**src/sv/sd_spi_host_sequencer_top_assert.svh**
```systemverilog
// assertion macros for the sd spi host sequencer
`ifndef SD_SPI_HOST_SEQUENCER_TOP_ASSERT_SVH
`define SD_SPI_HOST_SEQUENCER_TOP_ASSERT_SVH
`ifndef ASSERT_OFF
`define SSHS_ASSERT_IMPL(label, prop, msg) \
    label: assert property (@(posedge clk) disable iff (!rst_n) prop) else $error(msg);
`define SSHS_ASSERT(label, prop, msg) `SSHS_ASSERT_IMPL(label, prop, msg)
`else
`define SSHS_ASSERT_IMPL(label, prop, msg)
`define SSHS_ASSERT(label, prop, msg)
`endif
`endif

```
**src/sv/sshs_pkg.sv**
```systemverilog
`timescale 1ns / 1ps
package sshs_pkg;
    localparam int BLOCK_BYTES   = 512;
    localparam int POWERUP_BYTES = 12;

    localparam logic [5:0] PH_IDLE      = 6'd0;
    localparam logic [5:0] PH_POWER     = 6'd1;
    localparam logic [5:0] PH_CMD_TX    = 6'd2;
    localparam logic [5:0] PH_CMD_POLL  = 6'd3;
    localparam logic [5:0] PH_CMD_EXTRA = 6'd4;
    localparam logic [5:0] PH_CMD_TAIL  = 6'd5;
    localparam logic [5:0] PH_RD_TOKEN  = 6'd6;
    localparam logic [5:0] PH_RD_DATA   = 6'd7;
    localparam logic [5:0] PH_CRC       = 6'd8;
    localparam logic [5:0] PH_WR_DATA   = 6'd9;
    localparam logic [5:0] PH_WR_RESP   = 6'd10;
    localparam logic [5:0] PH_WR_BUSY   = 6'd11;
    localparam logic [5:0] PH_DATA_TAIL = 6'd12;

    localparam logic [3:0] K_GO_IDLE  = 4'd0;
    localparam logic [3:0] K_IF_COND  = 4'd1;
    localparam logic [3:0] K_APP      = 4'd2;
    localparam logic [3:0] K_OP_COND  = 4'd3;
    localparam logic [3:0] K_OCR      = 4'd4;
    localparam logic [3:0] K_BLOCKLEN = 4'd5;
    localparam logic [3:0] K_READ     = 4'd6;
    localparam logic [3:0] K_WRITE    = 4'd7;
    localparam logic [3:0] K_STATUS   = 4'd8;

    localparam logic [1:0] REQ_BYTE  = 2'd0;
    localparam logic [1:0] REQ_INIT  = 2'd1;
    localparam logic [1:0] REQ_READ  = 2'd2;
    localparam logic [1:0] REQ_WRITE = 2'd3;

    localparam logic [1:0] ST_OK    = 2'd0;
    localparam logic [1:0] ST_ERR   = 2'd1;
    localparam logic [1:0] ST_PARAM = 2'd2;

    localparam logic [2:0] RA_CMD0   = 3'd0;
    localparam logic [2:0] RA_ACMD41 = 3'd1;
    localparam logic [2:0] RA_RESP   = 3'd2;
    localparam logic [2:0] RA_RDTOK  = 3'd3;
    localparam logic [2:0] RA_WRPOLL = 3'd4;

    typedef struct packed {
        logic [3:0]  cmd0_attempts;
        logic [15:0] acmd41_attempts;
        logic [7:0]  response_poll_limit;
        logic [15:0] read_token_limit;
        logic [15:0] write_poll_limit;
    } cfg_t;

    typedef struct packed {
        logic [1:0]  req_type;
        logic [7:0]  drive_number;
        logic [7:0]  block_count;
        logic [31:0] sector;
        logic [7:0]  rx_byte;
        logic [7:0]  wr_byte;
    } item_t;

    typedef struct packed {
        logic        shift_now;
        logic [7:0]  tx_byte;
        logic        chip_select_low;
        logic [7:0]  read_byte;
        logic        read_valid;
        logic        wants_write_byte;
        logic        done_res;
        logic [1:0]  status;
        logic        card_ready;
    } res_t;

    function automatic logic [7:0] cmd_code(input logic [3:0] k);
        case (k)
            K_IF_COND:  cmd_code = 8'h48;
            K_APP:      cmd_code = 8'h77;
            K_OP_COND:  cmd_code = 8'h69;
            K_OCR:      cmd_code = 8'h7A;
            K_BLOCKLEN: cmd_code = 8'h50;
            K_READ:     cmd_code = 8'h51;
            K_WRITE:    cmd_code = 8'h58;
            K_STATUS:   cmd_code = 8'h4D;
            default:    cmd_code = 8'h40;
        endcase
    endfunction

    function automatic logic [31:0] cmd_arg(input logic [3:0] k);
        case (k)
            K_IF_COND:  cmd_arg = 32'h000001AA;
            K_OP_COND:  cmd_arg = 32'h40000000;
            K_BLOCKLEN: cmd_arg = 32'h00000200;
            default:    cmd_arg = 32'h0;
        endcase
    endfunction

    function automatic logic [7:0] cmd_crc(input logic [3:0] k);
        case (k)
            K_GO_IDLE: cmd_crc = 8'h95;
            K_IF_COND: cmd_crc = 8'h87;
            default:   cmd_crc = 8'h01;
        endcase
    endfunction

    function automatic logic [2:0] cmd_extra(input logic [3:0] k);
        case (k)
            K_IF_COND, K_OCR: cmd_extra = 3'd4;
            K_STATUS:         cmd_extra = 3'd1;
            default:          cmd_extra = 3'd0;
        endcase
    endfunction
endpackage

```
**src/sv/sd_spi_host_sequencer_top.sv**
```systemverilog
`timescale 1ns / 1ps
// SD card SPI-mode host sequencer. Each accepted input item is one SPI byte
// slot: either a request (initialize, read one block, write one block) taken
// while idle, or the card's reply byte to the last shifted byte while a request
// runs. Each reply item, and each request, yields at most one result item that
// says which byte to shift next and the chip-select level, or that the request
// finished with a status. One item per clock is accepted: the decision is one
// pass of logic from the state registers into a single output register, and
// the input side stalls only when that register is full and not taken.
// Configuration registers sit at byte addresses 0,4,8,12,16 on the APB port.
module sd_spi_host_sequencer_top
    import sshs_pkg::*;
(
    input  logic        clk,
    input  logic        rst_n,
    input  logic        psel,
    input  logic        penable,
    input  logic        pwrite,
    input  logic [4:0]  paddr,
    input  logic [31:0] pwdata,
    output logic [31:0] prdata,
    output logic        pready,
    input  logic        s_tvalid,
    output logic        s_tready,
    input  logic [1:0]  s_tuser,   // req_type
    // drive_number[7:0], block_count[15:8], sector[47:16], rx_byte[55:48],
    // wr_byte[63:56]
    input  logic [63:0] s_tdata,
    output logic        m_tvalid,
    input  logic        m_tready,
    // shift_now[0], tx_byte[8:1], chip_select_low[9], read_byte[17:10],
    // read_valid[18], wants_write_byte[19], done_res[20], status[22:21],
    // card_ready[23]
    output logic [23:0] m_tdata
);
    cfg_t  cfg;
    item_t item;
    res_t  core_res, out_res;
    logic  core_valid, stage_ready, in_fire;

    sshs_cfg_regs u_cfg (
        .clk(clk), .rst_n(rst_n), .psel(psel), .penable(penable), .pwrite(pwrite),
        .paddr(paddr), .pwdata(pwdata), .prdata(prdata), .pready(pready), .cfg(cfg)
    );

    assign item.req_type     = s_tuser;
    assign item.drive_number = s_tdata[7:0];
    assign item.block_count  = s_tdata[15:8];
    assign item.sector       = s_tdata[47:16];
    assign item.rx_byte      = s_tdata[55:48];
    assign item.wr_byte      = s_tdata[63:56];

    assign s_tready = stage_ready;
    assign in_fire  = s_tvalid && stage_ready;

    sshs_core u_core (
        .clk(clk), .rst_n(rst_n), .cfg(cfg), .in_fire(in_fire), .item(item),
        .res_valid(core_valid), .res(core_res)
    );

    sshs_out_stage u_out (
        .clk(clk), .rst_n(rst_n), .in_tvalid(core_valid), .in_tready(stage_ready),
        .in_res(core_res), .m_tvalid(m_tvalid), .m_tready(m_tready), .m_res(out_res)
    );

    assign m_tdata = {out_res.card_ready, out_res.status, out_res.done_res,
                      out_res.wants_write_byte, out_res.read_valid, out_res.read_byte,
                      out_res.chip_select_low, out_res.tx_byte, out_res.shift_now};
endmodule

```
**src/sv/sshs_cfg_regs.sv**
```systemverilog
`timescale 1ns / 1ps
module sshs_cfg_regs
    import sshs_pkg::*;
(
    input  logic        clk,
    input  logic        rst_n,
    input  logic        psel,
    input  logic        penable,
    input  logic        pwrite,
    input  logic [4:0]  paddr,
    input  logic [31:0] pwdata,
    output logic [31:0] prdata,
    output logic        pready,
    output cfg_t        cfg
);
    cfg_t cfg_reg;
    logic wr_en;
    logic [2:0] idx;

    assign pready = 1'b1;
    assign wr_en  = psel && penable && pwrite;
    assign idx    = paddr[4:2];
    assign cfg    = cfg_reg;

    // register writes
    always_ff @(posedge clk or negedge rst_n)
    begin
        if (!rst_n)
        begin
            cfg_reg.cmd0_attempts       <= 4'd5;
            cfg_reg.acmd41_attempts     <= 16'd20000;
            cfg_reg.response_poll_limit <= 8'd20;
            cfg_reg.read_token_limit    <= 16'd40000;
            cfg_reg.write_poll_limit    <= 16'd10000;
        end
        else if (wr_en && paddr[1:0] == 2'b00)
        begin
            case (idx)
                RA_CMD0:   cfg_reg.cmd0_attempts       <= pwdata[3:0];
                RA_ACMD41: cfg_reg.acmd41_attempts     <= pwdata[15:0];
                RA_RESP:   cfg_reg.response_poll_limit <= pwdata[7:0];
                RA_RDTOK:  cfg_reg.read_token_limit    <= pwdata[15:0];
                RA_WRPOLL: cfg_reg.write_poll_limit    <= pwdata[15:0];
                default: ;
            endcase
        end
    end

    // read mux
    always_comb
    begin
        case (idx)
            RA_CMD0:   prdata = {28'd0, cfg_reg.cmd0_attempts};
            RA_ACMD41: prdata = {16'd0, cfg_reg.acmd41_attempts};
            RA_RESP:   prdata = {24'd0, cfg_reg.response_poll_limit};
            RA_RDTOK:  prdata = {16'd0, cfg_reg.read_token_limit};
            RA_WRPOLL: prdata = {16'd0, cfg_reg.write_poll_limit};
            default:   prdata = 32'd0;
        endcase
    end
endmodule

```
**src/sv/sshs_core.sv**
```systemverilog
`timescale 1ns / 1ps
module sshs_core
    import sshs_pkg::*;
(
    input  logic  clk,
    input  logic  rst_n,
    input  cfg_t  cfg,
    input  logic  in_fire,
    input  item_t item,
    output logic  res_valid,
    output res_t  res
);
    `include "sd_spi_host_sequencer_top_assert.svh"

    logic [5:0]  phase_reg, phase_next;
    logic [9:0]  bidx_reg, bidx_next;
    logic [15:0] poll_reg, poll_next;
    logic [15:0] retry_reg, retry_next;
    logic [39:0] stash_reg, stash_next;
    logic        init_reg, init_next;
    logic [31:0] sector_reg, sector_next;
    logic [3:0]  cmd_reg, cmd_next;

    logic        emit;
    res_t        r;
    logic [15:0] poll_inc, retry_inc;
    logic [15:0] lim_resp, lim_rd, lim_wr, lim_cmd0, lim_a41;
    logic [39:0] stash_sh;
    logic [31:0] arg;
    logic [7:0]  cbyte;
    logic        ok;
    logic [7:0]  r1, b0, b1, b3;
    logic [3:0]  k_start;
    logic        do_start;

    assign poll_inc  = poll_reg + 16'd1;
    assign retry_inc = retry_reg + 16'd1;
    assign lim_resp  = (cfg.response_poll_limit == 8'd0) ? 16'd1
                                                        : {8'd0, cfg.response_poll_limit};
    assign lim_rd    = (cfg.read_token_limit == 16'd0) ? 16'd1 : cfg.read_token_limit;
    assign lim_wr    = (cfg.write_poll_limit == 16'd0) ? 16'd1 : cfg.write_poll_limit;
    assign lim_cmd0  = (cfg.cmd0_attempts == 4'd0) ? 16'd1 : {12'd0, cfg.cmd0_attempts};
    assign lim_a41   = (cfg.acmd41_attempts == 16'd0) ? 16'd1 : cfg.acmd41_attempts;
    assign stash_sh  = {stash_reg[31:0], item.rx_byte};
    assign arg       = (cmd_reg == K_READ || cmd_reg == K_WRITE) ? sector_reg
                                                                 : cmd_arg(cmd_reg);
    assign r1 = stash_reg[7:0];
    assign b0 = stash_reg[39:32];
    assign b1 = stash_reg[31:24];
    assign b3 = stash_reg[15:8];

    // command byte for the current index
    always_comb
    begin
        case (bidx_reg[2:0])
            3'd1:    cbyte = arg[31:24];
            3'd2:    cbyte = arg[23:16];
            3'd3:    cbyte = arg[15:8];
            3'd4:    cbyte = arg[7:0];
            default: cbyte = cmd_crc(cmd_reg);
        endcase
    end

    // next state and result
    always_comb
    begin
        phase_next  = phase_reg;
        bidx_next   = bidx_reg;
        poll_next   = poll_reg;
        retry_next  = retry_reg;
        stash_next  = stash_reg;
        init_next   = init_reg;
        sector_next = sector_reg;
        cmd_next    = cmd_reg;
        emit        = 1'b0;
        do_start    = 1'b0;
        k_start     = K_GO_IDLE;
        ok          = 1'b1;
        r = '0;
        r.tx_byte = 8'hFF;

        if (in_fire)
        begin
            if (phase_reg == PH_IDLE)
            begin
                if (item.req_type != REQ_BYTE)
                begin
                    emit = 1'b1;
                    if (item.drive_number != 8'd0)
                    begin
                        r.done_res = 1'b1; r.status = ST_PARAM;
                    end
                    else if (item.req_type == REQ_INIT)
                    begin
                        retry_next = '0; bidx_next = 10'd1; phase_next = PH_POWER;
                        r.shift_now = 1'b1;
                    end
                    else if (item.block_count != 8'd1)
                    begin
                        r.done_res = 1'b1; r.status = ST_PARAM;
                    end
                    else
                    begin
                        sector_next = item.sector;
                        do_start = 1'b1;
                        k_start = (item.req_type == REQ_READ) ? K_READ : K_WRITE;
                    end
                end
            end
            else if (item.req_type == REQ_BYTE)
            begin
                emit = 1'b1;
                case (phase_reg)
                    PH_POWER:
                    begin
                        if (bidx_reg < 10'(POWERUP_BYTES))
                        begin
                            bidx_next = bidx_reg + 10'd1; r.shift_now = 1'b1;
                        end
                        else
                        begin
                            do_start = 1'b1; k_start = K_GO_IDLE;
                        end
                    end
                    PH_CMD_TX:
                    begin
                        r.shift_now = 1'b1; r.chip_select_low = 1'b1;
                        if (bidx_reg < 10'd6)
                        begin
                            r.tx_byte = cbyte; bidx_next = bidx_reg + 10'd1;
                        end
                        else
                        begin
                            phase_next = PH_CMD_POLL; poll_next = '0;
                        end
                    end
                    PH_CMD_POLL:
                    begin
                        poll_next = poll_inc;
                        if (!item.rx_byte[7])
                        begin
                            stash_next = stash_sh;
                            bidx_next = {7'd0, cmd_extra(cmd_reg)};
                            r.shift_now = 1'b1;
                            if (cmd_extra(cmd_reg) != 3'd0)
                            begin
                                phase_next = PH_CMD_EXTRA; r.chip_select_low = 1'b1;
                            end
                            else
                                phase_next = PH_CMD_TAIL;
                        end
                        else if (poll_inc >= lim_resp)
                            ok = 1'b0;
                        else
                        begin
                            r.shift_now = 1'b1; r.chip_select_low = 1'b1;
                        end
                    end
                    PH_CMD_EXTRA:
                    begin
                        stash_next = stash_sh;
                        r.shift_now = 1'b1;
                        if (bidx_reg > 10'd1)
                        begin
                            bidx_next = bidx_reg - 10'd1; r.chip_select_low = 1'b1;
                        end
                        else
                        begin
                            bidx_next = '0; phase_next = PH_CMD_TAIL;
                        end
                    end
                    PH_CMD_TAIL: ;
                    PH_RD_TOKEN:
                    begin
                        poll_next = poll_inc;
                        if (item.rx_byte == 8'hFE)
                        begin
                            phase_next = PH_RD_DATA; bidx_next = '0;
                            r.shift_now = 1'b1; r.chip_select_low = 1'b1;
                        end
                        else if (poll_inc >= lim_rd)
                        begin
                            r.done_res = 1'b1; r.status = ST_ERR;
                        end
                        else
                        begin
                            r.shift_now = 1'b1; r.chip_select_low = 1'b1;
                        end
                    end
                    PH_RD_DATA:
                    begin
                        r.read_valid = 1'b1; r.read_byte = item.rx_byte;
                        r.shift_now = 1'b1; r.chip_select_low = 1'b1;
                        bidx_next = bidx_reg + 10'd1;
                        if (bidx_reg == 10'(BLOCK_BYTES - 1))
                        begin
                            phase_next = PH_CRC; bidx_next = 10'd1;
                        end
                    end
                    PH_CRC:
                    begin
                        r.shift_now = 1'b1;
                        if (bidx_reg < 10'd2)
                        begin
                            bidx_next = bidx_reg + 10'd1; r.chip_select_low = 1'b1;
                        end
                        else if (cmd_reg == K_READ)
                            phase_next = PH_DATA_TAIL;
                        else
                        begin
                            phase_next = PH_WR_RESP; poll_next = '0;
                            r.chip_select_low = 1'b1;
                        end
                    end
                    PH_WR_DATA:
                    begin
                        bidx_next = bidx_reg + 10'd1;
                        r.shift_now = 1'b1; r.chip_select_low = 1'b1;
                        r.tx_byte = item.wr_byte;
                        if (bidx_reg != 10'(BLOCK_BYTES - 1))
                            r.wants_write_byte = 1'b1;
                        else
                        begin
                            phase_next = PH_CRC; bidx_next = '0;
                        end
                    end
                    PH_WR_RESP:
                    begin
                        poll_next = poll_inc;
                        if (item.rx_byte != 8'hFF)
                        begin
                            if (item.rx_byte[4:0] == 5'h05)
                            begin
                                phase_next = PH_WR_BUSY; poll_next = '0;
                                r.shift_now = 1'b1; r.chip_select_low = 1'b1;
                            end
                            else
                            begin
                                r.done_res = 1'b1; r.status = ST_ERR;
                            end
                        end
                        else if (poll_inc >= lim_wr)
                        begin
                            r.done_res = 1'b1; r.status = ST_ERR;
                        end
                        else
                        begin
                            r.shift_now = 1'b1; r.chip_select_low = 1'b1;
                        end
                    end
                    PH_WR_BUSY:
                    begin
                        poll_next = poll_inc;
                        if (item.rx_byte != 8'h00)
                        begin
                            phase_next = PH_DATA_TAIL; r.shift_now = 1'b1;
                        end
                        else if (poll_inc >= lim_wr)
                        begin
                            r.done_res = 1'b1; r.status = ST_ERR;
                        end
                        else
                        begin
                            r.shift_now = 1'b1; r.chip_select_low = 1'b1;
                        end
                    end
                    PH_DATA_TAIL:
                    begin
                        if (cmd_reg == K_READ)
                            r.done_res = 1'b1;
                        else
                        begin
                            do_start = 1'b1; k_start = K_STATUS;
                        end
                    end
                    default:
                    begin
                        r.done_res = 1'b1; r.status = ST_ERR;
                    end
                endcase

                // end of command handling
                if ((phase_reg == PH_CMD_TAIL) || !ok)
                begin
                    if (cmd_reg == K_GO_IDLE)
                    begin
                        if (ok && r1 <= 8'd1)
                        begin
                            do_start = 1'b1; k_start = K_IF_COND;
                        end
                        else
                        begin
                            retry_next = retry_inc;
                            if (retry_inc >= lim_cmd0)
                            begin
                                r.done_res = 1'b1; r.status = ST_ERR;
                            end
                            else
                            begin
                                do_start = 1'b1; k_start = K_GO_IDLE;
                            end
                        end
                    end
                    else if (!ok)
                    begin
                        r.done_res = 1'b1; r.status = ST_ERR;
                    end
                    else
                    begin
                        case (cmd_reg)
                            K_IF_COND:
                                if (b0 > 8'd1 || b3[3:0] != 4'h1 || r1 != 8'hAA)
                                begin
                                    r.done_res = 1'b1; r.status = ST_ERR;
                                end
                                else
                                begin
                                    retry_next = '0; do_start = 1'b1; k_start = K_APP;
                                end
                            K_APP:
                                if (r1 > 8'd1)
                                begin
                                    r.done_res = 1'b1; r.status = ST_ERR;
                                end
                                else
                                begin
                                    do_start = 1'b1; k_start = K_OP_COND;
                                end
                            K_OP_COND:
                                if (r1 == 8'd0)
                                begin
                                    do_start = 1'b1; k_start = K_OCR;
                                end
                                else
                                begin
                                    retry_next = retry_inc;
                                    if (retry_inc >= lim_a41)
                                    begin
                                        r.done_res = 1'b1; r.status = ST_ERR;
                                    end
                                    else
                                    begin
                                        do_start = 1'b1; k_start = K_APP;
                                    end
                                end
                            K_OCR:
                                if (b0 != 8'd0)
                                begin
                                    r.done_res = 1'b1; r.status = ST_ERR;
                                end
                                else if (!b1[6] && b1[7])
                                begin
                                    do_start = 1'b1; k_start = K_BLOCKLEN;
                                end
                                else
                                begin
                                    init_next = 1'b1; r.done_res = 1'b1;
                                end
                            K_BLOCKLEN:
                                if (r1 != 8'd0)
                                begin
                                    r.done_res = 1'b1; r.status = ST_ERR;
                                end
                                else
                                begin
                                    init_next = 1'b1; r.done_res = 1'b1;
                                end
                            K_READ:
                                if (r1 != 8'd0)
                                begin
                                    r.done_res = 1'b1; r.status = ST_ERR;
                                end
                                else
                                begin
                                    phase_next = PH_RD_TOKEN; poll_next = '0;
                                    r.shift_now = 1'b1; r.chip_select_low = 1'b1;
                                end
                            K_WRITE:
                                if (r1 != 8'd0)
                                begin
                                    r.done_res = 1'b1; r.status = ST_ERR;
                                end
                                else
                                begin
                                    phase_next = PH_WR_DATA; bidx_next = '0;
                                    r.shift_now = 1'b1; r.chip_select_low = 1'b1;
                                    r.tx_byte = 8'hFE; r.wants_write_byte = 1'b1;
                                end
                            K_STATUS:
                            begin
                                r.done_res = 1'b1;
                                r.status = (stash_reg[15:0] != 16'd0) ? ST_ERR : ST_OK;
                            end
                            default:
                            begin
                                r.done_res = 1'b1; r.status = ST_ERR;
                            end
                        endcase
                    end
                end
            end

            // command start shared by all paths
            if (do_start)
            begin
                cmd_next   = k_start;
                stash_next = '1;
                bidx_next  = 10'd1;
                phase_next = PH_CMD_TX;
                r.shift_now = 1'b1; r.chip_select_low = 1'b1;
                r.tx_byte = cmd_code(k_start);
            end
            if (r.done_res)
            begin
                phase_next = PH_IDLE;
                r.shift_now = 1'b0; r.tx_byte = 8'hFF; r.chip_select_low = 1'b0;
            end
        end
        r.card_ready = init_next;
    end

    // state registers
    always_ff @(posedge clk or negedge rst_n)
    begin
        if (!rst_n)
        begin
            phase_reg  <= PH_IDLE;
            bidx_reg   <= '0;
            poll_reg   <= '0;
            retry_reg  <= '0;
            stash_reg  <= '1;
            init_reg   <= 1'b0;
            sector_reg <= '0;
            cmd_reg    <= K_GO_IDLE;
        end
        else
        begin
            phase_reg  <= phase_next;
            bidx_reg   <= bidx_next;
            poll_reg   <= poll_next;
            retry_reg  <= retry_next;
            stash_reg  <= stash_next;
            init_reg   <= init_next;
            sector_reg <= sector_next;
            cmd_reg    <= cmd_next;
        end
    end

    assign res_valid = emit;
    assign res       = r;

    `SSHS_ASSERT(a_done_idle, (res_valid && res.done_res) |=> (phase_reg == PH_IDLE),
        "done result must return to idle")
    `SSHS_ASSERT(a_done_noshift, (res_valid && res.done_res) |-> !res.shift_now,
        "done result must not shift")
    `SSHS_ASSERT(a_ready_sticky, init_reg |=> init_reg, "card ready dropped")
    `SSHS_ASSERT(a_bidx_range, (phase_reg == PH_RD_DATA) |-> (bidx_reg <= 10'(BLOCK_BYTES - 1)),
        "read index out of range")
endmodule

```
**src/sv/sshs_out_stage.sv**
```systemverilog
`timescale 1ns / 1ps
module sshs_out_stage
    import sshs_pkg::*;
(
    input  logic clk,
    input  logic rst_n,
    input  logic in_tvalid,
    output logic in_tready,
    input  res_t in_res,
    output logic m_tvalid,
    input  logic m_tready,
    output res_t m_res
);
    logic valid_reg;
    res_t data_reg;

    // one result register, refilled in the cycle it drains
    assign in_tready = !valid_reg || m_tready;
    assign m_tvalid  = valid_reg;
    assign m_res     = data_reg;

    always_ff @(posedge clk or negedge rst_n)
    begin
        if (!rst_n)
            valid_reg <= 1'b0;
        else if (in_tready)
            valid_reg <= in_tvalid;
    end

    always_ff @(posedge clk)
    begin
        if (in_tready && in_tvalid)
            data_reg <= in_res;
    end
endmodule
```
**config.mk**
```make
export PLATFORM = sky130hd
export DESIGN_NAME = sd_spi_host_sequencer_top
export DESIGN_NICKNAME = d
export VERILOG_FILES = /design/src/sv/sshs_pkg.sv /design/src/sv/sd_spi_host_sequencer_top.sv /design/src/sv/sshs_cfg_regs.sv /design/src/sv/sshs_core.sv /design/src/sv/sshs_out_stage.sv
export VERILOG_INCLUDE_DIRS = /design/src /design/src/sv
export SDC_FILE = /design/constraint.sdc
export NUM_CORES = 1
export LEC_CHECK = 0
export BUFFER_PORTS_ARGS = -buffer_cell sky130_fd_sc_hd__buf_2
export CORE_ASPECT_RATIO = 1.25
export CORE_MARGIN = 8
export CORE_UTILIZATION = 40
export CTS_CLUSTER_DIAMETER = 60
export CTS_CLUSTER_SIZE = 12
export DETAILED_ROUTE_END_ITERATION = 8
export MAX_ROUTING_LAYER = met4
export SLEW_MARGIN = 40
export SYNTH_ARGS = -nofsm -noshare
export SYNTH_HDL_FRONTEND = slang
export SYNTH_SLANG_ARGS = --single-unit
```
**constraint.sdc**
```tcl
create_clock -name clk -period 12.05 [get_ports clk]
set_clock_uncertainty 0.15 [all_clocks]
set_input_delay 0.6025 -clock clk [delete_from_list [all_inputs] [get_ports clk]]
set_output_delay 0.6025 -clock clk [all_outputs]
set_load 0.03 [all_outputs]
```
==> impl_metrics.prom, run 1 <==
# TYPE chip_impl_metric gauge
chip_impl_metric{name="largest_reg_flops",unit=""} 60
chip_impl_metric{name="leakage",unit="nW"} 6.67
chip_impl_metric{name="finalHoldViolCount",unit=""} 0
chip_impl_metric{name="cap_violations",unit=""} 0
chip_impl_info{name="rsz0062_at_grt",value="no"} 1
chip_impl_metric{name="wire_length_of_the_first_global_routing_pass",unit="um"} 65600
chip_impl_info{name="top_ff_cell_synth",value="sky130_fd_sc_hd__dfrtp_1"} 1
chip_impl_metric{name="dp_worst_slack",unit="ns"} 6.72
chip_impl_info{name="worst_path_dominant_cell_family",value="simple AND/OR/NAND/NOR gates"} 1
chip_impl_info{name="class_of_the_tightest_hold_or_removal_check",value="input port to register"} 1
chip_impl_metric{name="initialDrtViolationCount",unit=""} 831
chip_impl_metric{name="die_area",unit="sq um"} 40400
chip_impl_metric{name="fmaxAchievable",unit="GHz"} 0.186
chip_impl_metric{name="insertion_delay",unit="ns"} 0.54
chip_impl_metric{name="worstPathArrival",unit="ns"} 5.69
chip_impl_metric{name="grt_pass1_vias",unit=""} 11900
chip_impl_metric{name="cp.buffers_inverters",unit=""} 0
chip_impl_metric{name="detailedPlacementHpwl",unit="um"} 30900
chip_impl_metric{name="worst-r2r-setup-slack",unit="ns"} 6.66
chip_impl_info{name="crit_path_cell_trace",value="ha_1 -> nand4_1 -> nor2_1 -> nand2_1 -> or2_2 -> xnor2_1 -> ha_1 -> nand4_1 -> or4_1 -> a31oi_1 -> or4b_2 -> a31o_1 -> a221o_1 -> nand3_2 -> o21bai_1 -> a31oi_1"} 1
chip_impl_metric{name="final_max_slew_viol_count",unit=""} 0
chip_impl_info{name="timing.critical_path.from",value="u_core.retry_reg[0]"} 1
chip_impl_info{name="timing.rr.end",value="u_core.bidx_reg[9]"} 1
chip_impl_metric{name="finish.net_count",unit=""} 1762
chip_impl_metric{name="cts_setup_buffers",unit=""} 0
chip_impl_metric{name="initial_utilization",unit=""} 0.406
chip_impl_metric{name="synth.ff_latch_count",unit=""} 210
chip_impl_metric{name="met2_wirelength",unit="um"} 19800
chip_impl_metric{name="ys_async_sr_fraction",unit=""} 0.886
chip_impl_metric{name="synth_seq_area_share",unit=""} 0.398
chip_impl_metric{name="grt_antenna_before_repair",unit=""} 0
chip_impl_metric{name="finish.utilization",unit=""} 0.458
chip_impl_metric{name="ir_drop",unit="uV"} 120
chip_impl_metric{name="die_y",unit="um"} 223
chip_impl_info{name="critical_path_class",value="register to register"} 1
chip_impl_metric{name="synth_enable_flop_cells",unit=""} 24
chip_impl_info{name="route.top_layer_used",value="met4"} 1
chip_impl_metric{name="place.gp.congestion",unit=""} 0.934
chip_impl_metric{name="remaining_drc_errors",unit=""} 0
chip_impl_info{name="run_status",value="finished, final reports clean"} 1
chip_impl_metric{name="inserted_clock_buffers",unit=""} 24
chip_impl_metric{name="total_of_endpoints_with_negative_setup_slack_in_the_final_report",unit=""} 0
chip_impl_metric{name="htree_num_levels",unit=""} 1
chip_impl_info{name="cts_tree",value="yes"} 1
chip_impl_metric{name="io_buffers",unit=""} 135
chip_impl_metric{name="floorplan.rows",unit=""} 75
chip_impl_metric{name="timing.critical_path.depth",unit=""} 16
chip_impl_metric{name="ys_types",unit=""} 86
chip_impl_metric{name="drive_gt1_frac",unit=""} 0.224
chip_impl_metric{name="cts_sinks",unit=""} 210
chip_impl_info{name="root_buffer",value="sky130_fd_sc_hd__clkbuf_16"} 1
chip_impl_metric{name="fin_crit_sh",unit=""} 0.447
chip_impl_metric{name="num_antenna_cells",unit=""} 0
chip_impl_metric{name="drt-pass1-iter-count",unit=""} 6
chip_impl_metric{name="synthesis.yosys.warnings",unit=""} 0
chip_impl_metric{name="fin_tns_setup",unit="ns"} 0
chip_impl_metric{name="wirelength_met1",unit="um"} 17700
chip_impl_metric{name="grt_start_max_net_pins",unit=""} 111
chip_impl_metric{name="synth.avg_cell_area",unit="sq um"} 9.22
chip_impl_metric{name="slowest_delay",unit="ns"} 0.57
chip_impl_metric{name="routed_wire_length_per_instance",unit="um"} 20.4
chip_impl_metric{name="floorplan.die.width",unit="um"} 181
chip_impl_metric{name="worst_pin_slew",unit="ns"} 0.874
chip_impl_metric{name="top_level_ports",unit=""} 169
chip_impl_info{name="critical_path.endpoint_type",value="register"} 1
chip_impl_metric{name="cts.clk_slew.worst_paths",unit="ns"} 0.06
chip_impl_metric{name="fp.coreArea",unit="sq um"} 33700
chip_impl_metric{name="worst_slack",unit="ns"} 6.66
chip_impl_metric{name="post_synthesis_cell_area",unit="sq um"} 13700
chip_impl_metric{name="timing.reg2reg.worst_path_depth",unit=""} 16
chip_impl_metric{name="power.density",unit="nW/um^2"} 109
chip_impl_metric{name="max-slew-margin-rel",unit=""} 0.412
chip_impl_metric{name="groute.usage.overall",unit=""} 0.205
chip_impl_metric{name="detail_route.wirelength",unit="um"} 41200
chip_impl_metric{name="route.antenna.remaining_nets",unit=""} 0
chip_impl_metric{name="met3WireLength",unit="um"} 2250
chip_impl_info{name="setup.worst_path.start_class",value="register"} 1
chip_impl_info{name="final_cell_mix",value="sky130_fd_sc_hd__buf_2, sky130_fd_sc_hd__nand2_1, sky130_fd_sc_hd__dfrtp_1, sky130_fd_sc_hd__o21ai_0, sky130_fd_sc_hd__nor2_1"} 1
chip_impl_info{name="r2r-start",value="u_core.retry_reg[0]"} 1
chip_impl_metric{name="via_count",unit=""} 11800
chip_impl_metric{name="average_via_count_per_standard_cell",unit=""} 5.85
chip_impl_metric{name="grt.overflow.total",unit=""} 0
chip_impl_info{name="cell_with_the_largest_stage_delay_on_the_worst_path",value="sky130_fd_sc_hd__a31oi_1"} 1
chip_impl_metric{name="period_minus_slack",unit="ns"} 5.39
chip_impl_info{name="mostFrequentLayoutCell",value="sky130_fd_sc_hd__buf_2"} 1
chip_impl_metric{name="crit_path_max_fo",unit=""} 12
chip_impl_metric{name="synthesis.instances",unit=""} 1485
chip_impl_metric{name="critical_path_required",unit="ns"} 12.35
chip_impl_metric{name="max-clock-path-buffers",unit=""} 3
chip_impl_metric{name="layout_stage_area_growth_over_the_synthesis_result",unit="%"} 12.6
chip_impl_info{name="critical_path_endpoint",value="u_core.bidx_reg[9]"} 1
-- area by class of cell --
class	instances	area (sq um)
fillers	3232	18300
multi-input cells	1117	7590
flip-flops and latches	210	5450
repair buffers	149	811
clock buffers	38	684
well taps	423	529
inverters	77	289
clock inverters	6	68.8
-- stage by stage --
stage / hold WS [ns] / total power [mW] / std cells / area [sq um]
finish: 0.146 / 1.68 / 2020 / 15400
detailed placement: 0.316 / 0.973 / 1975 / 14700
CTS: 0.123 / 1.70 / 2020 / 15400
global placement: 0.324 / 0.968 / 1974 / 14600
global route: 0.137 / 1.74 / 2020 / 15400
floorplan: 0.157 / 0.894 / 1500 / 13700
-- layer usage --
metal | up-vias | global-route usage
li1 | 5650 | -
met1 | 5683 | 0.247
met2 | 405 | 0.341
met3 | 81 | 0.0296
met4 | 0 | 0.0816
met5 | - | -
-- worst min-delay path by stage --
stage                     from               endpoint  slack [ns]  cells past startpoint
2_1_floorplan            rst_n           u_cfg.cfg[0]        0.16                      0
3_3_place_gp   u_core.init_reg        u_core.init_reg        0.32                      1
3_5_place_dp   u_core.init_reg        u_core.init_reg        0.32                      1
4_1_cts            s_tdata[18]   u_core.sector_reg[2]        0.12                      2
5_1_grt            s_tdata[41]  u_core.sector_reg[25]        0.14                      2
6_report           s_tdata[18]   u_core.sector_reg[2]        0.15                      2
-- worst register-to-register path, cell delays in order (launching register included) --
cell and delay (ns):
sky130_fd_sc_hd__dfrtp_1 0.47, sky130_fd_sc_hd__ha_1 0.34, sky130_fd_sc_hd__nand4_1 0.23, sky130_fd_sc_hd__nor2_1 0.22, sky130_fd_sc_hd__nand2_1 0.14, sky130_fd_sc_hd__or2_2 0.33
sky130_fd_sc_hd__xnor2_1 0.17, sky130_fd_sc_hd__ha_1 0.30, sky130_fd_sc_hd__nand4_1 0.12, sky130_fd_sc_hd__or4_1 0.51, sky130_fd_sc_hd__a31oi_1 0.57, sky130_fd_sc_hd__or4b_2 0.27
sky130_fd_sc_hd__a31o_1 0.14, sky130_fd_sc_hd__a221o_1 0.52, sky130_fd_sc_hd__nand3_2 0.38, sky130_fd_sc_hd__o21bai_1 0.27, sky130_fd_sc_hd__a31oi_1 0.19
-- Yosys cell counts (all sizes together), types with 4 or more instances --
library cell / count / share of area
a21oi: 79 / 0.029
nand2b: 36 / 0.016
o21a: 9 / 0.0049
mux2i: 7 / 0.0051
buf: 35 / 0.016
nor2b: 12 / 0.0055
dfstp: 59 / 0.11
a211o: 5 / 0.0032
o221ai: 4 / 0.0026
a211oi: 7 / 0.0038
nor3: 46 / 0.017
ha: 73 / 0.067
nand2: 133 / 0.036
a221oi: 15 / 0.0096
nor3b: 4 / 0.0022
o211ai: 13 / 0.0075
clkbuf: 61 / 0.017
xnor2: 16 / 0.010
edfxtp: 24 / 0.053
o21ai: 110 / 0.041
nand3b: 6 / 0.0033
or2: 9 / 0.0041
nand4: 18 / 0.0087
mux2: 96 / 0.079
o22a: 39 / 0.025
nor4: 27 / 0.012
xor2: 12 / 0.0077
a21o: 9 / 0.0049
a221o: 4 / 0.0029
and3: 17 / 0.0078
o31ai: 13 / 0.0071
a31oi: 8 / 0.0037
or4: 11 / 0.0060
and2: 17 / 0.0078
o22ai: 12 / 0.0055
and4: 5 / 0.0032
or3: 11 / 0.0050
nor2: 100 / 0.027
nand3: 35 / 0.014
a22o: 9 / 0.0058
a22oi: 25 / 0.014
inv: 76 / 0.021
o41ai: 4 / 0.0026
dfrtp: 127 / 0.23
a41o: 5 / 0.0037
-- power by group --
group / switching, mW / total [mW] / internal, mW
Combinational: 0.117 / 0.189 / 0.0716
Sequential: 0.0246 / 0.772 / 0.748
Clock: 0.302 / 0.714 / 0.413
-- repair_timing --
item,in CTS,in global routing
setup endpoints to repair,0,0
gates resized for setup,0,0
endpoints found under the hold margin,69,0
hold buffers,1,0
-- cells by family after synthesis --
family | count (synthesis) | synth area share
mux | 103 | 0.0841
flops | 210 | 0.398
buf+inv | 173 | 0.0543
compound gates | 402 | 0.197
simple gates | 494 | 0.181
xor+xnor | 28 | 0.0179
fa+ha+maj | 73 | 0.0667
other cells | 2 | 0.000548
No activity file was read; power rests on OpenSTA's default activity.
==> inputs of run 2 (changes only) <==
==> constraint.sdc (replaced) <==
create_clock -name clk -period 5.01 [get_ports clk]
set_clock_uncertainty 0.15 [all_clocks]
set_input_delay 0.2505 -clock clk [delete_from_list [all_inputs] [get_ports clk]]
set_output_delay 0.2505 -clock clk [all_outputs]
set_load 0.03 [all_outputs]
==> run 2 against run 1 <==
Final cell count up 4.7%. Critical path depth rose by 1. Die area stayed put. Worst hold slack got worse by 0.13 ns. Sequential share of layout area shrank 2.0 points. Sequential power up 140%. Combinational power grew to 2.6 times the previous value. Flip-flop and latch count did not move. Cell area up 6.1%. Total power grew 150%. Clock power increased by 150%. Critical endpoint is now u_core.cmd_reg[2].
==> impl_metrics.prom, run 2 (synthesis results as in run 1) <==
# TYPE chip_impl_metric gauge
chip_impl_metric{name="largest_reg_flops",unit=""} 60
chip_impl_metric{name="crit_path_max_fo",unit=""} 7
chip_impl_info{name="run_status",value="finished, final reports clean"} 1
chip_impl_metric{name="final_max_slew_viol_count",unit=""} 0
chip_impl_metric{name="detailedPlacementHpwl",unit="um"} 31700
chip_impl_info{name="root_buffer",value="sky130_fd_sc_hd__clkbuf_16"} 1
chip_impl_metric{name="timing.reg2reg.worst_path_depth",unit=""} 17
chip_impl_metric{name="placedCellCount",unit=""} 2007
chip_impl_metric{name="floorplan.die.width",unit="um"} 181
chip_impl_metric{name="fp.coreArea",unit="sq um"} 33700
chip_impl_metric{name="drive_gt1_frac",unit=""} 0.240
chip_impl_metric{name="layout_stage_area_growth_over_the_synthesis_result",unit="%"} 19.5
chip_impl_metric{name="worst_pin_slew",unit="ns"} 0.814
chip_impl_metric{name="grt_antenna_before_repair",unit=""} 0
chip_impl_metric{name="total_power",unit="mW"} 4.13
chip_impl_metric{name="cap_violations",unit=""} 0
chip_impl_info{name="final_cell_mix",value="sky130_fd_sc_hd__buf_2, sky130_fd_sc_hd__nand2_1, sky130_fd_sc_hd__dfrtp_1, sky130_fd_sc_hd__o21ai_0, sky130_fd_sc_hd__nor2_1"} 1
chip_impl_metric{name="fmaxAchievable",unit="GHz"} 0.208
chip_impl_metric{name="io_buffers",unit=""} 135
chip_impl_metric{name="num_antenna_cells",unit=""} 0
chip_impl_metric{name="leakage",unit="nW"} 7.13
chip_impl_metric{name="grt_pass1_vias",unit=""} 12200
chip_impl_metric{name="htree_num_levels",unit=""} 1
chip_impl_metric{name="detail_route.wirelength",unit="um"} 42700
chip_impl_metric{name="finish.utilization",unit=""} 0.486
chip_impl_metric{name="initialDrtViolationCount",unit=""} 785
chip_impl_info{name="critical_path_class",value="register to register"} 1
chip_impl_metric{name="max-clock-path-buffers",unit=""} 3
chip_impl_info{name="critical_path.endpoint_type",value="register"} 1
chip_impl_metric{name="initial_utilization",unit=""} 0.406
chip_impl_info{name="setup.worst_path.start_class",value="register"} 1
chip_impl_metric{name="remaining_drc_errors",unit=""} 0
chip_impl_info{name="worst_hold_startpoint",value="s_tdata[57]"} 1
chip_impl_metric{name="power.density",unit="nW/um^2"} 252
chip_impl_metric{name="die_area",unit="sq um"} 40400
chip_impl_metric{name="finish.net_count",unit=""} 1856
chip_impl_metric{name="grt_start_max_net_pins",unit=""} 96
chip_impl_metric{name="total_of_endpoints_with_negative_setup_slack_in_the_final_report",unit=""} 0
chip_impl_metric{name="top_level_ports",unit=""} 169
chip_impl_metric{name="via_count",unit=""} 12200
chip_impl_metric{name="period_minus_slack",unit="ns"} 4.80
chip_impl_metric{name="wire_length_of_the_first_global_routing_pass",unit="um"} 68500
chip_impl_metric{name="groute.usage.overall",unit=""} 0.213
chip_impl_metric{name="worst-r2r-setup-slack",unit="ns"} 0.21
chip_impl_metric{name="grt.overflow.total",unit=""} 0
chip_impl_info{name="timing.rr.end",value="u_core.cmd_reg[2]"} 1
chip_impl_metric{name="place.gp.congestion",unit=""} 0.949
chip_impl_info{name="class_of_the_tightest_hold_or_removal_check",value="input port to register"} 1
chip_impl_metric{name="route.antenna.remaining_nets",unit=""} 0
chip_impl_metric{name="worst_hold_path_depth",unit=""} 3
chip_impl_metric{name="average_via_count_per_standard_cell",unit=""} 5.79
chip_impl_metric{name="finalHoldViolCount",unit=""} 0
chip_impl_metric{name="cts.clk_slew.worst_paths",unit="ns"} 0.06
chip_impl_metric{name="drt-pass1-iter-count",unit=""} 5
chip_impl_metric{name="layout.cells.non_filler",unit=""} 2114
chip_impl_info{name="r2r-start",value="u_core.retry_reg[1]"} 1
chip_impl_metric{name="ir_drop",unit="uV"} 263
chip_impl_info{name="worst_hold_path.endpoint",value="u_out.m_res[16]"} 1
chip_impl_metric{name="floorplan.rows",unit=""} 75
chip_impl_metric{name="insertion_delay",unit="ns"} 0.53
chip_impl_metric{name="die_y",unit="um"} 223
chip_impl_metric{name="cts_sinks",unit=""} 210
chip_impl_info{name="mostFrequentLayoutCell",value="sky130_fd_sc_hd__buf_2"} 1
chip_impl_metric{name="routed_wire_length_per_instance",unit="um"} 20.2
chip_impl_metric{name="worst_hold_margin",unit="ns"} 0.0208
chip_impl_metric{name="inserted_clock_buffers",unit=""} 24
chip_impl_metric{name="critical_path_required",unit="ns"} 5.26
chip_impl_metric{name="fin_crit_sh",unit=""} 0.959
chip_impl_metric{name="worstPathArrival",unit="ns"} 5.06
chip_impl_info{name="cts_tree",value="yes"} 1
chip_impl_metric{name="max-slew-margin-rel",unit=""} 0.453
[run 2: cell count changes in the layout (fill, tap and decap cells not counted), moves of 3 or more]
cell                            before  now
sky130_fd_sc_hd__dlygate4sd3_1       1   59
sky130_fd_sc_hd__clkbuf_1           12    8
sky130_fd_sc_hd__clkinv_2            0    3
sky130_fd_sc_hd__buf_4              11   45
sky130_fd_sc_hd__buf_12              0    3
[run 2: worst max path at each step]
stage,start,endpoint,slack (ns),depth (start not counted)
after floorplan,u_core.retry_reg[0],u_core.phase_reg[0],0.63,18
after global placement,u_core.retry_reg[10],u_core.cmd_reg[2],0.19,14
after detailed placement,u_core.retry_reg[10],u_core.cmd_reg[2],0.12,14
after CTS,u_core.retry_reg[10],u_core.cmd_reg[2],0.1,14
after global routing,u_core.retry_reg[1],u_core.cmd_reg[2],-0.03,17
final,u_core.retry_reg[1],u_core.cmd_reg[2],0.21,17
[run 2: stage by stage]
step | instance area, sq um | setup TNS, ns | setup slack, ns
after CTS | 16300 | 0 | 0.0981
after global routing | 16400 | -0.0574 | -0.0287
final | 16400 | 0 | 0.205
after floorplan | 13700 | 0 | 0.630
after global placement | 14900 | 0 | 0.194
after detailed placement | 14900 | 0 | 0.120
[run 2: repair_timing]
item | CTS | global route
resized for setup | 0 | 8
endpoints found under the setup margin | 0 | 44
hold buffers | 59 | 0
hold endpoints to repair | 181 | 0
setup buffers | 0 | 4
[run 2: cell type report]
type | count | area (sq um)
Tap cell | 423 | 529
Inverter | 77 | 289
Clock inverter | 7 | 68.8
Fill cell | 3194 | 17300
Sequential cell | 210 | 5450
Multi-Input combinational cell | 1117 | 7620
Timing Repair Buffer | 243 | 1690
Clock buffer | 37 | 722
[run 2: where the power goes]
| group | internal, mW | switching, mW | total, mW |
|---|---|---|---|
| logic | 0.205 | 0.284 | 0.489 |
| registers | 1.80 | 0.0610 | 1.86 |
| clock network | 1.05 | 0.733 | 1.78 |
[run 2: critical path, cell delays in order, from the launching register on]
cell	delay [ns]
sky130_fd_sc_hd__dfrtp_1	0.41
sky130_fd_sc_hd__ha_1	0.20
sky130_fd_sc_hd__nand4_1	0.24
sky130_fd_sc_hd__nor2_2	0.20
sky130_fd_sc_hd__nand2_1	0.08
sky130_fd_sc_hd__or2_2	0.30
sky130_fd_sc_hd__xnor2_1	0.15
sky130_fd_sc_hd__ha_1	0.20
sky130_fd_sc_hd__a21oi_1	0.15
sky130_fd_sc_hd__nor2b_1	0.06
sky130_fd_sc_hd__o21ai_0	0.16
sky130_fd_sc_hd__nand2b_1	0.19
sky130_fd_sc_hd__or4b_2	0.70
sky130_fd_sc_hd__a31o_1	0.24
sky130_fd_sc_hd__a221o_2	0.48
sky130_fd_sc_hd__buf_12	0.17
sky130_fd_sc_hd__or2_1	0.27
sky130_fd_sc_hd__mux2_1	0.34
[run 2: layer usage]
layer	wire (um)	vias up	track usage
met5	0	-	-
met4	1450	0	0.0766
met3	2030	79	0.0265
met2	21200	368	0.361
met1	18000	5972	0.259
li1	-	5827	-
